==> src/eipl4_pkg.sv <==
// Package for the Ethernet/IPv4/L4 header parser: beat types, status codes
// and the fixed header offsets. No dependencies.
package eipl4_pkg;

  // Fixed header geometry
  localparam logic [6:0]  EthHdrBytes = 7'd14;
  localparam logic [6:0]  IpMinBytes  = 7'd20;
  localparam logic [6:0]  TcpMinBytes = 7'd20;
  localparam logic [6:0]  UdpHdrBytes = 7'd8;
  localparam logic [15:0] EtypeIpv4   = 16'h0800;
  localparam logic [7:0]  ProtoTcp    = 8'd6;
  localparam logic [7:0]  ProtoUdp    = 8'd17;
  localparam logic [3:0]  IpVersion4  = 4'd4;
  localparam int unsigned IdxWidth    = 17;
  localparam logic [IdxWidth-1:0] IdxMax = {IdxWidth{1'b1}};

  typedef enum logic [3:0] {
    ST_OK          = 4'd0,
    ST_SHORT_ETH   = 4'd1,
    ST_NOT_IPV4    = 4'd2,
    ST_SHORT_IP    = 4'd3,
    ST_BAD_VERSION = 4'd4,
    ST_BAD_IHL     = 4'd5,
    ST_SHORT_TCP   = 4'd6,
    ST_BAD_TCP_OFF = 4'd7,
    ST_SHORT_UDP   = 4'd8
  } status_e;

  typedef struct packed {
    logic [7:0] frame_byte;
    logic       is_last;
  } in_beat_t;

  typedef struct packed {
    status_e     status;
    logic [7:0]  protocol;
    logic [31:0] source_address;
    logic [31:0] dest_address;
    logic [15:0] ip_total_length;
    logic [5:0]  ip_header_bytes;
    logic [15:0] source_port;
    logic [15:0] dest_port;
    logic [31:0] tcp_sequence;
  } out_beat_t;

endpackage

==> src/eth_ipv4_l4_header_parser_unit.sv <==
// Ethernet/IPv4/TCP-UDP header parser, one frame byte per beat.
// Depends on eipl4_pkg for beat types, status codes and header offsets.
//
//  channel | direction | handshake               | payload
//  --------+-----------+-------------------------+---------------------------
//  in      | to block  | in_valid_i / in_stall_o | in_data_i  (in_beat_t)
//  out     | from block| out_valid_o/ out_stall_i| out_data_o (out_beat_t)
//
// Takes one byte beat every cycle while no final byte waits on a stalled
// result; a result is registered when the final byte moves from the input
// register into the result register.
// The input side stalls only while a final byte waits on a stalled result.
// Reset clears the byte counter, all captured fields and both valid flags.
// A held result never stops non-final bytes of the next frame from flowing.
module eth_ipv4_l4_header_parser_unit
  import eipl4_pkg::*;
(
  input  logic      clk_i,
  input  logic      rst_ni,
  input  logic      in_valid_i,
  output logic      in_stall_o,
  input  in_beat_t  in_data_i,
  output logic      out_valid_o,
  input  logic      out_stall_i,
  output out_beat_t out_data_o
);

  // Input register
  logic     in_valid_q, in_valid_d;
  in_beat_t in_q;

  // Per-frame capture state
  logic [IdxWidth-1:0] byte_idx_q, byte_idx_d;
  logic [15:0] ether_type_q, ether_type_d;
  logic [7:0]  version_ihl_q, version_ihl_d;
  logic [15:0] total_len_q, total_len_d;
  logic [7:0]  proto_q, proto_d;
  logic [31:0] src_addr_q, src_addr_d;
  logic [31:0] dst_addr_q, dst_addr_d;
  logic [15:0] src_port_q, src_port_d;
  logic [15:0] dst_port_q, dst_port_d;
  logic [31:0] seq_q, seq_d;
  logic [3:0]  tcp_off_q, tcp_off_d;

  // Result register
  logic      out_valid_q, out_valid_d;
  out_beat_t out_q, out_d;

  logic                in_accept;
  logic                out_free;
  logic                advance;
  logic                frame_end;
  logic [IdxWidth-1:0] pos;
  logic [IdxWidth-1:0] idx_inc;
  logic [6:0]          l4_off;
  logic [IdxWidth-1:0] rel;
  logic [7:0]          b;
  logic [5:0]          ihl_bytes;
  logic [IdxWidth-1:0] tcp_need;
  logic [IdxWidth-1:0] udp_need;
  logic [IdxWidth-1:0] total_ext;
  status_e             status;

  // Handshake: a non-final byte always advances; a final byte needs room.
  assign out_free   = !out_valid_q || !out_stall_i;
  assign advance    = in_valid_q && (!in_q.is_last || out_free);
  assign frame_end  = advance && in_q.is_last;
  assign in_stall_o = in_valid_q && !advance;
  assign in_accept  = in_valid_i && !in_stall_o;

  assign in_valid_d = in_accept ? 1'b1 : (advance ? 1'b0 : in_valid_q);

  // Byte position and L4 offset from the IHL seen so far
  assign pos     = byte_idx_q;
  assign b       = in_q.frame_byte;
  assign idx_inc = (byte_idx_q == IdxMax) ? byte_idx_q : byte_idx_q + 1'b1;
  assign l4_off  = EthHdrBytes + {1'b0, version_ihl_q[3:0], 2'b00};
  assign rel     = pos - {{(IdxWidth-7){1'b0}}, l4_off};

  // Field capture: shift each header byte into its register as it passes.
  always_comb begin
    ether_type_d  = ether_type_q;
    version_ihl_d = version_ihl_q;
    total_len_d   = total_len_q;
    proto_d       = proto_q;
    src_addr_d    = src_addr_q;
    dst_addr_d    = dst_addr_q;
    src_port_d    = src_port_q;
    dst_port_d    = dst_port_q;
    seq_d         = seq_q;
    tcp_off_d     = tcp_off_q;

    priority if (pos == 17'd12 || pos == 17'd13) begin
      ether_type_d = {ether_type_q[7:0], b};
    end else if (pos == 17'd14) begin
      version_ihl_d = b;
    end else if (pos == 17'd16 || pos == 17'd17) begin
      total_len_d = {total_len_q[7:0], b};
    end else if (pos == 17'd23) begin
      proto_d = b;
    end else if (pos >= 17'd26 && pos <= 17'd29) begin
      src_addr_d = {src_addr_q[23:0], b};
    end else if (pos >= 17'd30 && pos <= 17'd33) begin
      dst_addr_d = {dst_addr_q[23:0], b};
    end else begin
      ether_type_d = ether_type_q;
    end

    // L4 fields, relative to the end of the IP header
    if (pos >= {{(IdxWidth-7){1'b0}}, l4_off}) begin
      priority if (rel <= 17'd1) begin
        src_port_d = {src_port_q[7:0], b};
      end else if (rel <= 17'd3) begin
        dst_port_d = {dst_port_q[7:0], b};
      end else if (rel <= 17'd7) begin
        seq_d = {seq_q[23:0], b};
      end else if (rel == 17'd12) begin
        tcp_off_d = b[7:4];
      end else begin
        seq_d = seq_q;
      end
    end
  end

  // Frame checks on the values as they stand after this byte
  assign ihl_bytes = {version_ihl_d[3:0], 2'b00};
  assign tcp_need  = {{(IdxWidth-7){1'b0}},
                      EthHdrBytes + TcpMinBytes + {1'b0, ihl_bytes}};
  assign udp_need  = {{(IdxWidth-7){1'b0}},
                      EthHdrBytes + UdpHdrBytes + {1'b0, ihl_bytes}};
  assign total_ext = {1'b0, total_len_d} + {{(IdxWidth-7){1'b0}}, EthHdrBytes};

  always_comb begin
    priority if (idx_inc < {{(IdxWidth-7){1'b0}}, EthHdrBytes}) begin
      status = ST_SHORT_ETH;
    end else if (ether_type_d != EtypeIpv4) begin
      status = ST_NOT_IPV4;
    end else if (idx_inc < {{(IdxWidth-7){1'b0}}, EthHdrBytes + IpMinBytes}) begin
      status = ST_SHORT_IP;
    end else if (version_ihl_d[7:4] != IpVersion4) begin
      status = ST_BAD_VERSION;
    end else if ({1'b0, ihl_bytes} < IpMinBytes) begin
      status = ST_BAD_IHL;
    end else if (proto_d == ProtoTcp && idx_inc < tcp_need) begin
      status = ST_SHORT_TCP;
    end else if (proto_d == ProtoTcp && {1'b0, tcp_off_d, 2'b00} < TcpMinBytes) begin
      status = ST_BAD_TCP_OFF;
    end else if (proto_d == ProtoUdp && idx_inc < udp_need) begin
      status = ST_SHORT_UDP;
    end else begin
      status = ST_OK;
    end
  end

  // Assemble the result; a failed frame reports only its status.
  always_comb begin
    out_d        = '0;
    out_d.status = status;
    if (status == ST_OK) begin
      out_d.protocol        = proto_d;
      out_d.source_address  = src_addr_d;
      out_d.dest_address    = dst_addr_d;
      // Clamp the length to the bytes actually present after Ethernet
      out_d.ip_total_length = (total_ext > idx_inc)
                              ? 16'(idx_inc - {{(IdxWidth-7){1'b0}}, EthHdrBytes})
                              : total_len_d;
      out_d.ip_header_bytes = ihl_bytes;
      if (proto_d == ProtoTcp || proto_d == ProtoUdp) begin
        out_d.source_port = src_port_d;
        out_d.dest_port   = dst_port_d;
      end
      if (proto_d == ProtoTcp) begin
        out_d.tcp_sequence = seq_d;
      end
    end
  end

  assign out_valid_d = frame_end ? 1'b1 : (out_stall_i ? out_valid_q : 1'b0);
  assign byte_idx_d  = frame_end ? '0 : idx_inc;

  // Input register
  always_ff @(posedge clk_i or negedge rst_ni) begin
    if (!rst_ni) begin
      in_valid_q <= 1'b0;
    end else begin
      in_valid_q <= in_valid_d;
    end
  end

  always_ff @(posedge clk_i) begin
    if (in_accept) begin
      in_q <= in_data_i;
    end
  end

  // Capture state: advance on each byte, clear after the final one
  always_ff @(posedge clk_i or negedge rst_ni) begin
    if (!rst_ni) begin
      byte_idx_q    <= '0;
      ether_type_q  <= '0;
      version_ihl_q <= '0;
      total_len_q   <= '0;
      proto_q       <= '0;
      src_addr_q    <= '0;
      dst_addr_q    <= '0;
      src_port_q    <= '0;
      dst_port_q    <= '0;
      seq_q         <= '0;
      tcp_off_q     <= '0;
    end else if (frame_end) begin
      byte_idx_q    <= '0;
      ether_type_q  <= '0;
      version_ihl_q <= '0;
      total_len_q   <= '0;
      proto_q       <= '0;
      src_addr_q    <= '0;
      dst_addr_q    <= '0;
      src_port_q    <= '0;
      dst_port_q    <= '0;
      seq_q         <= '0;
      tcp_off_q     <= '0;
    end else if (advance) begin
      byte_idx_q    <= byte_idx_d;
      ether_type_q  <= ether_type_d;
      version_ihl_q <= version_ihl_d;
      total_len_q   <= total_len_d;
      proto_q       <= proto_d;
      src_addr_q    <= src_addr_d;
      dst_addr_q    <= dst_addr_d;
      src_port_q    <= src_port_d;
      dst_port_q    <= dst_port_d;
      seq_q         <= seq_d;
      tcp_off_q     <= tcp_off_d;
    end
  end

  // Result register: hold while stalled
  always_ff @(posedge clk_i or negedge rst_ni) begin
    if (!rst_ni) begin
      out_valid_q <= 1'b0;
    end else begin
      out_valid_q <= out_valid_d;
    end
  end

  always_ff @(posedge clk_i) begin
    if (frame_end) begin
      out_q <= out_d;
    end
  end

  assign out_valid_o = out_valid_q;
  assign out_data_o  = out_q;

  // Checks
  a_fail_zero : assert property (@(posedge clk_i) disable iff (!rst_ni)
    out_valid_o && out_data_o.status != ST_OK |->
      out_data_o.protocol == 8'd0 && out_data_o.source_address == 32'd0 &&
      out_data_o.ip_total_length == 16'd0 && out_data_o.tcp_sequence == 32'd0)
    else $error("failed frame carries captured fields");

  a_ports_l4_only : assert property (@(posedge clk_i) disable iff (!rst_ni)
    out_valid_o && out_data_o.protocol != ProtoTcp && out_data_o.protocol != ProtoUdp
      |-> out_data_o.source_port == 16'd0 && out_data_o.dest_port == 16'd0)
    else $error("ports reported for a non-L4 protocol");

  a_clear_after_end : assert property (@(posedge clk_i) disable iff (!rst_ni)
    frame_end |=> byte_idx_q == '0 && proto_q == 8'd0)
    else $error("capture state not cleared after final byte");

  a_last_waits : assert property (@(posedge clk_i) disable iff (!rst_ni)
    in_valid_q && in_q.is_last && out_valid_q && out_stall_i |-> in_stall_o && !frame_end)
    else $error("final byte overran a held result");

endmodule
==> config.mk <==
export PLATFORM = sky130hd
export DESIGN_NAME = eth_ipv4_l4_header_parser_unit
export DESIGN_NICKNAME = d
export VERILOG_FILES = /design/src/eipl4_pkg.sv /design/src/eth_ipv4_l4_header_parser_unit.sv
export SDC_FILE = /design/constraint.sdc
export NUM_CORES = 1
export LEC_CHECK = 0
export ABC_AREA = 1
export BUFFER_PORTS_ARGS = -buffer_cell sky130_fd_sc_hd__buf_2
export CORE_ASPECT_RATIO = 1.2
export CORE_MARGIN = 3
export CORE_UTILIZATION = 50
export CTS_CLUSTER_SIZE = 16
export DETAILED_ROUTE_END_ITERATION = 10
export PLACE_DENSITY = 0.73
export SLEW_MARGIN = 10
export SYNTH_ARGS = -nofsm -noshare
export SYNTH_HDL_FRONTEND = slang
export SYNTH_SLANG_ARGS = --single-unit
export TNS_END_PERCENT = 50
==> constraint.sdc <==
create_clock -name clk_i -period 11.9 [get_ports clk_i]
set_clock_uncertainty 0.05 [all_clocks]
set_input_delay 1.785 -clock clk_i [delete_from_list [all_inputs] [get_ports clk_i]]
set_output_delay 1.785 -clock clk_i [all_outputs]
set_load 0.03 [all_outputs]
# After elaboration in Yosys (flattened, before gate mapping)
# Cells that the tools add are included.
# totals
inputBits,13
ff_bits,370
output_inout_bits,164
# op_classes
n_lt_le_gt_ge,15
eq_ne,13
n_mux,71
reduce_logical,24
n_addsub,7
# ops
cell,n
32-bit 2-to-1 mux,21
16-bit 2-to-1 mux,18
8-bit 2-to-1 mux,10
17-bit by 4-bit equality test with 1-bit output (second input constant),4
4-bit 2-to-1 mux,15
17-bit by 5-bit equality test with 1-bit output (second input constant),3
17-bit 2-to-1 mux,3
17-bit by 5-bit >= comparator with 1-bit output (second input constant),2
17-bit by 7-bit less-than comparator with 1-bit output,2
16-bit by 4-bit adder with 17-bit output (second input constant),1
17-bit by 1-bit adder with 17-bit output (second input constant),1
17-bit equality test (second input constant),1
17-bit by 7-bit >= comparator with 1-bit output,1
17-bit > comparator,1
17-bit by 1-bit less-or-equal comparator with 1-bit output (second input constant),1
17-bit by 2-bit less-or-equal comparator with 1-bit output (second input constant),1
17-bit by 3-bit less-or-equal comparator with 1-bit output (second input constant),1
17-bit by 5-bit less-or-equal comparator with 1-bit output (second input constant),1
17-bit by 6-bit less-or-equal comparator with 1-bit output (second input constant),1
17-bit by 4-bit less-than comparator with 1-bit output (second input constant),1
17-bit by 6-bit less-than comparator with 1-bit output (second input constant),1
17-bit by 7-bit subtractor with 17-bit output,1
16-bit by 12-bit != test with 1-bit output (second input constant),1
16-bit by 4-bit subtractor with 16-bit output (second input constant),1
other kinds (15),37

# Depth between registers and ports, before layout
# logic_depth
depth_word,19
ltp_mapped,31
depth_no_buf,29

# Worst setup path before layout
# No wires, ideal clock.
# synth_timing
kind,input -> register
startpoint,input out_stall_i
endpoint,"register out_q, in the netlist out_data_o[0], enable pin"
required_ns,11.337
path_stages,6
path_buffers,1
slack_ns,5.730
arrival_time_ns,5.607
setup_time_ns,0.513
path_cell_list,nand3_1 -> nand2_1 -> inv_2 -> clkbuf_1 -> nand2_1 -> inv_1
# synth_via
elab_chain_cells,5
# synth_rtl
element,line,text
from (decl),eth_ipv4_l4_header_parser_unit.sv:24,"input logic out_stall_i,"
1-bit logical NOT,eth_ipv4_l4_header_parser_unit.sv:65,assign out_free = !out_valid_q || !out_stall_i;
1-bit logical OR,eth_ipv4_l4_header_parser_unit.sv:65,
1-bit logical OR,eth_ipv4_l4_header_parser_unit.sv:66,assign advance = in_valid_q && (!in_q.is_last || out_free);
1-bit logical AND,eth_ipv4_l4_header_parser_unit.sv:66,
1-bit logical AND,eth_ipv4_l4_header_parser_unit.sv:67,assign frame_end = advance && in_q.is_last;
net frame_end,eth_ipv4_l4_header_parser_unit.sv:52,logic frame_end;
to (signal assigned),eth_ipv4_l4_header_parser_unit.sv:248,out_q <= out_d;
to (decl),eth_ipv4_l4_header_parser_unit.sv:47,"out_beat_t out_q, out_d;"
# The timed path passes the listed nets, and every way through them passes these cells.
# A chain may end at the register's enable or synchronous reset.

# Worst setup path in the final report
# layout_timing
startpoint,register byte_idx_q[1]
endpoint,"register out_q, in the netlist out_data_o[66], data pin"
# layout_via
word_cells_on_any_way,53
cone_classes,add/sub: 4; order compare: 10; eq/ne: 12; mux: 21; reduce/logical: 6
# layout_rtl
element,line,text
from (decl),eth_ipv4_l4_header_parser_unit.sv:33,"logic [IdxWidth-1:0] byte_idx_q, byte_idx_d;"
from (signal assigned),eth_ipv4_l4_header_parser_unit.sv:223,byte_idx_q <= byte_idx_d;
"17-bit by 4-bit equality test with 1-bit output, on equally long branches","eth_ipv4_l4_header_parser_unit.sv:95, eth_ipv4_l4_header_parser_unit.sv:93",
8-bit 2-to-1 mux or 1-bit logical OR (tied branches),"eth_ipv4_l4_header_parser_unit.sv:95, eth_ipv4_l4_header_parser_unit.sv:93",
8-bit 2-to-1 mux (*),eth_ipv4_l4_header_parser_unit.sv:93,priority if (pos == 17'd12 || pos == 17'd13) begin
6-bit by 6-bit adder with 7-bit output (*),eth_ipv4_l4_header_parser_unit.sv:128,"EthHdrBytes + TcpMinBytes + {1'b0, ihl_bytes}};"
net tcp_need[2],eth_ipv4_l4_header_parser_unit.sv:59,logic [IdxWidth-1:0] tcp_need;
17-bit by 7-bit less-than comparator with 1-bit output (*),eth_ipv4_l4_header_parser_unit.sv:144,end else if (proto_d == ProtoTcp && idx_inc < tcp_need) begin
1-bit logical AND (*),eth_ipv4_l4_header_parser_unit.sv:144,
4-bit 2-to-1 mux (*),eth_ipv4_l4_header_parser_unit.sv:144,
4-bit 2-to-1 mux (*),eth_ipv4_l4_header_parser_unit.sv:142,"end else if ({1'b0, ihl_bytes} < IpMinBytes) begin"
4-bit 2-to-1 mux (*),eth_ipv4_l4_header_parser_unit.sv:140,end else if (version_ihl_d[7:4] != IpVersion4) begin
4-bit 2-to-1 mux (*),eth_ipv4_l4_header_parser_unit.sv:138,"end else if (idx_inc < {{(IdxWidth-7){1'b0}}, EthHdrBytes + IpMinBytes}) begin"
4-bit 2-to-1 mux (*),eth_ipv4_l4_header_parser_unit.sv:136,end else if (ether_type_d != EtypeIpv4) begin
4-bit 2-to-1 mux (*),eth_ipv4_l4_header_parser_unit.sv:134,"priority if (idx_inc < {{(IdxWidth-7){1'b0}}, EthHdrBytes}) begin"
4-bit logical NOT (*),eth_ipv4_l4_header_parser_unit.sv:159,if (status == ST_OK) begin
# Mark *: on every way through the listed nets, which the timed path passes. The rest lies on a longest branch.

==> out/metrics.csv <==
stage,metric,value,unit
yosys,syn avg cell area,9.21,sq um
route,drt drc,0,
power,leakage,9.18,nW
global_route,largest net degree at the start of global routing,99,
yosys,Yosys reg bits,368,
critical_path,CP top delay family,simple AND/OR/NAND/NOR gates,
clock_tree,post-cts sizing count,0,
placement,Port Buffers,174,
critical_path,Setup CP Type,register to register,
power,VDD IR max,0.0000935,V
placement,routability congestion estimate from global placement,0.985,
critical_path,startpoint types,register,
yosys,Area contributors post-synth,"edfxtp_1 27%, dfrtp_1 26%, nand2_1 7.8%, o21ai_0 6.0%, inv_1 5.5%",
critical_path,worst r2r path cells,22,
critical_path,"Max FO, Critical Path",56,
final_layout,antenna diode count,0,
worst_hold_path,Hold Crit Start,dst_port_q[11]$_DFFE_PN0P_,
route,routed vias/inst,5.53,
yosys,cell accounting for the most synthesized area,edfxtp_1,
route,DR WL/cell,18.5,um
floorplan,I/O Pins,177,
critical_path,Worst Setup End Kind,register,
worst_hold_path,min-delay worst type,register to register,
status,status,"complete, no violations",
power,total power after layout,2.79,mW
floorplan,Die ar.,40100,sq um
critical_path,CP max-delay cell,o21ai_0,
timing,Final Setup Violations,0,
final_layout,fraction of layout cells with a size suffix above 1,16.9,%
route,DRT Wirelength,49.4,mm
critical_path,critical path required time,12.10,ns
placement,HPWL after detailed placement,33.0,mm
critical_path,crit-path max cell delay,0.95,ns
global_route,first-pass GRT wire length,78.0,mm
timing,Slew Limit Fails,0,
clock_tree,Max clock buf depth,3,
clock_tree,clock slew at reported path FFs,0.06,ns
timing,Tcrit/Tclk final,54.7,%
timing,actual slew at the worst max-slew pin,1.12,ns
critical_path,FF-to-FF Start,byte_idx_q[1]$_DFFE_PN0P_,
critical_path,Crit path buffers/inverters,4,
clock_tree,worst skew pair latency,0.54,ns
clock_tree,CTS root buf,clkbuf_16,
timing,Setup TNS,0,ns
timing,Final WS setup,5.39,ns
route,DRT antenna net count,0,
global_route,total gr overflow,0,
yosys,fraction of registers with async set/reset,54.1,%
clock_tree,hold buffer count at cts,0,
timing,Final Hold Viols,0,
placement,placed insts,2601,
global_route,Total GRT Usage,24.4,%
clock_tree,CTS buffer count,38,
flow_run,max cap viols,0,
yosys,sequential share of the synthesized area,53.3,%
timing,Achievable Freq,154,MHz
clock_tree,CTS tree,yes,
floorplan,Initial Utilization,50.9,%
timing,fin crit period,6.51,ns
worst_hold_path,Worst Hold End,dst_port_q[11]$_DFFE_PN0P_,
floorplan,core box area,37100,sq um
critical_path,crit-path cells,"inv_1, ha_1, nor2_1, nand4_2, o21ai_0, inv_1, ha_1, inv_1, xor2_1, ha_1, nand2_1, o21bai_1, nand2_1, a21oi_1, nand4_1, nor2_1, nand2_2, nand2_2, nor2_4, nand2_8, buf_4, nor2_1",
placement,dpl ws,5.49,ns
clock_tree,H-tree levels,2,
final_layout,Syn-to-layout area delta,11.9,%
critical_path,crit path DAT,6.71,ns
power,power per cell area,132,nW/um^2
global_route,vias in the first global route,14700,
final_layout,Non-Filler Instances,2671,
floorplan,die width,183,um
timing,headroom to the max-slew limit,25.4,%
route,initial DRC count,1263,
yosys,"Top FF cell, synth",dfrtp_1,
yosys,"Cell Area, Synth",18900,sq um
critical_path,reg-to-reg endpoint,out_data_o[66]$_SDFFCE_PP0P_,
critical_path,Reg2Reg Setup Slack,5.39,ns
final_layout,Layout Nets,2227,
yosys,Yosys top cell area share,26.9,%
yosys,Yosys cell types,47,
route,vias,14800,
yosys,Post-Syn Instances,2048,
clock_tree,# Post-CTS Setup Buffers,0,
clock_tree,clock tree sinks,368,
yosys,Yosys warnings,0,
timing,RSZ-0062 raised after global routing,false,
yosys,"EDFF count, synth",169,
floorplan,chip height,219,um
floorplan,num rows,77,
worst_hold_path,WHS Path Cells,2,
global_route,initial antenna violation count,0,
route,Pre-antenna DRT Iters,5,
-- routing by layer --
metal,track usage (%),wire [um],vias to the layer above
met5,0,0,-
met4,7.26,1290,0
met3,2.85,2590,95
met2,42.7,25000,473
met1,32.1,20500,7175
li1,-,-,7039
-- registers in the layout, summed over array words and instances (netlist names), 16 cells and up --
| signal | flops |
|---|---|
| out_data_o | 160 |
| dst_addr_q | 32 |
| seq_q | 32 |
| src_addr_q | 32 |
| byte_idx_q | 17 |
| dst_port_q | 16 |
| ether_type_q | 16 |
| src_port_q | 16 |
| total_len_q | 16 |
-- kinds of logic after synthesis --
group / share of synthesized area, %
AOI/OAI and AO/OA: 13.1
xor gates and xnor gates: 1.72
adders and majority gates: 3.16
buffers and inverters: 8.87
DFF: 53.3
muxes: 0.0530
other: 0.0199
and+or+nand+nor: 19.8
-- cell type report --
| cell class | count | area, sq um |
|---|---|---|
| Clock buffer | 56 | 1170 |
| Sequential cell | 368 | 10100 |
| Fill cell | 3181 | 16000 |
| Multi-Input combinational cell | 1290 | 7170 |
| Tap cell | 474 | 593 |
| Timing Repair Buffer | 183 | 947 |
| Clock inverter | 14 | 101 |
| Inverter | 286 | 1080 |
-- worst min-delay path: stages, from the launching register on --
cell and delay, ns:
dfrtp_1 0.33, nand2_1 0.05, o21ai_0 0.06
-- worst max-delay path by stage --
| stage | startpoint | end | depth (start not counted) |
|---|---|---|---|
| after floorplan | out_stall_i | out_data_o[0]$_SDFFCE_PN0P_ | 6 |
| after global placement | byte_idx_q[1]$_DFFE_PN0P_ | out_data_o[149]$_SDFFCE_PP0P_ | 22 |
| after detailed placement | byte_idx_q[1]$_DFFE_PN0P_ | out_data_o[149]$_SDFFCE_PP0P_ | 22 |
| after CTS | byte_idx_q[1]$_DFFE_PN0P_ | out_data_o[66]$_SDFFCE_PP0P_ | 22 |
| after global routing | byte_idx_q[1]$_DFFE_PN0P_ | out_data_o[67]$_SDFFCE_PP0P_ | 22 |
| final | byte_idx_q[1]$_DFFE_PN0P_ | out_data_o[66]$_SDFFCE_PP0P_ | 22 |
-- synthesized netlist by cell type (all sizes together) (12+ instances only) --
cell type and number:
nand2 400, inv 284, nor2 254, o21ai 239
dfrtp 199, edfxtp 169, o22ai 138, clkbuf 65
nand3 61, ha 46, buf 40, xor2 37
a21oi 34, nand4 21, nor3 17, a22o 12
-- where the power goes --
part	internal [mW]	switching, mW
Combinational	0.0394	0.162
Sequential	1.36	0.0200
Clock	0.708	0.500
-- layout by cell type, fill, tap and decap left out, types with 31 or more instances in the layout --
| master | count |
|---|---|
| nand2_1 | 390 |
| inv_1 | 273 |
| o21ai_0 | 228 |
| dfrtp_1 | 199 |
| buf_2 | 173 |
| edfxtp_1 | 169 |
| nor2_1 | 165 |
| o22ai_1 | 138 |
| nor2_4 | 73 |
| nand3_1 | 56 |
| ha_1 | 46 |
| clkbuf_16 | 42 |
| xor2_1 | 37 |
| a21oi_1 | 31 |
-- through the flow --
stage | util, % | cell area, sq um | hold WS, ns
final | 56.9 | 21100 | 0.430
after global routing | 56.9 | 21100 | 0.462
after CTS | 56.9 | 21100 | 0.436
after detailed placement | 53.5 | 19800 | 0.420
after global placement | 53.5 | 19800 | 0.411
after floorplan | - | 18900 | 0.398
Power figures use the tool's default switching activity.
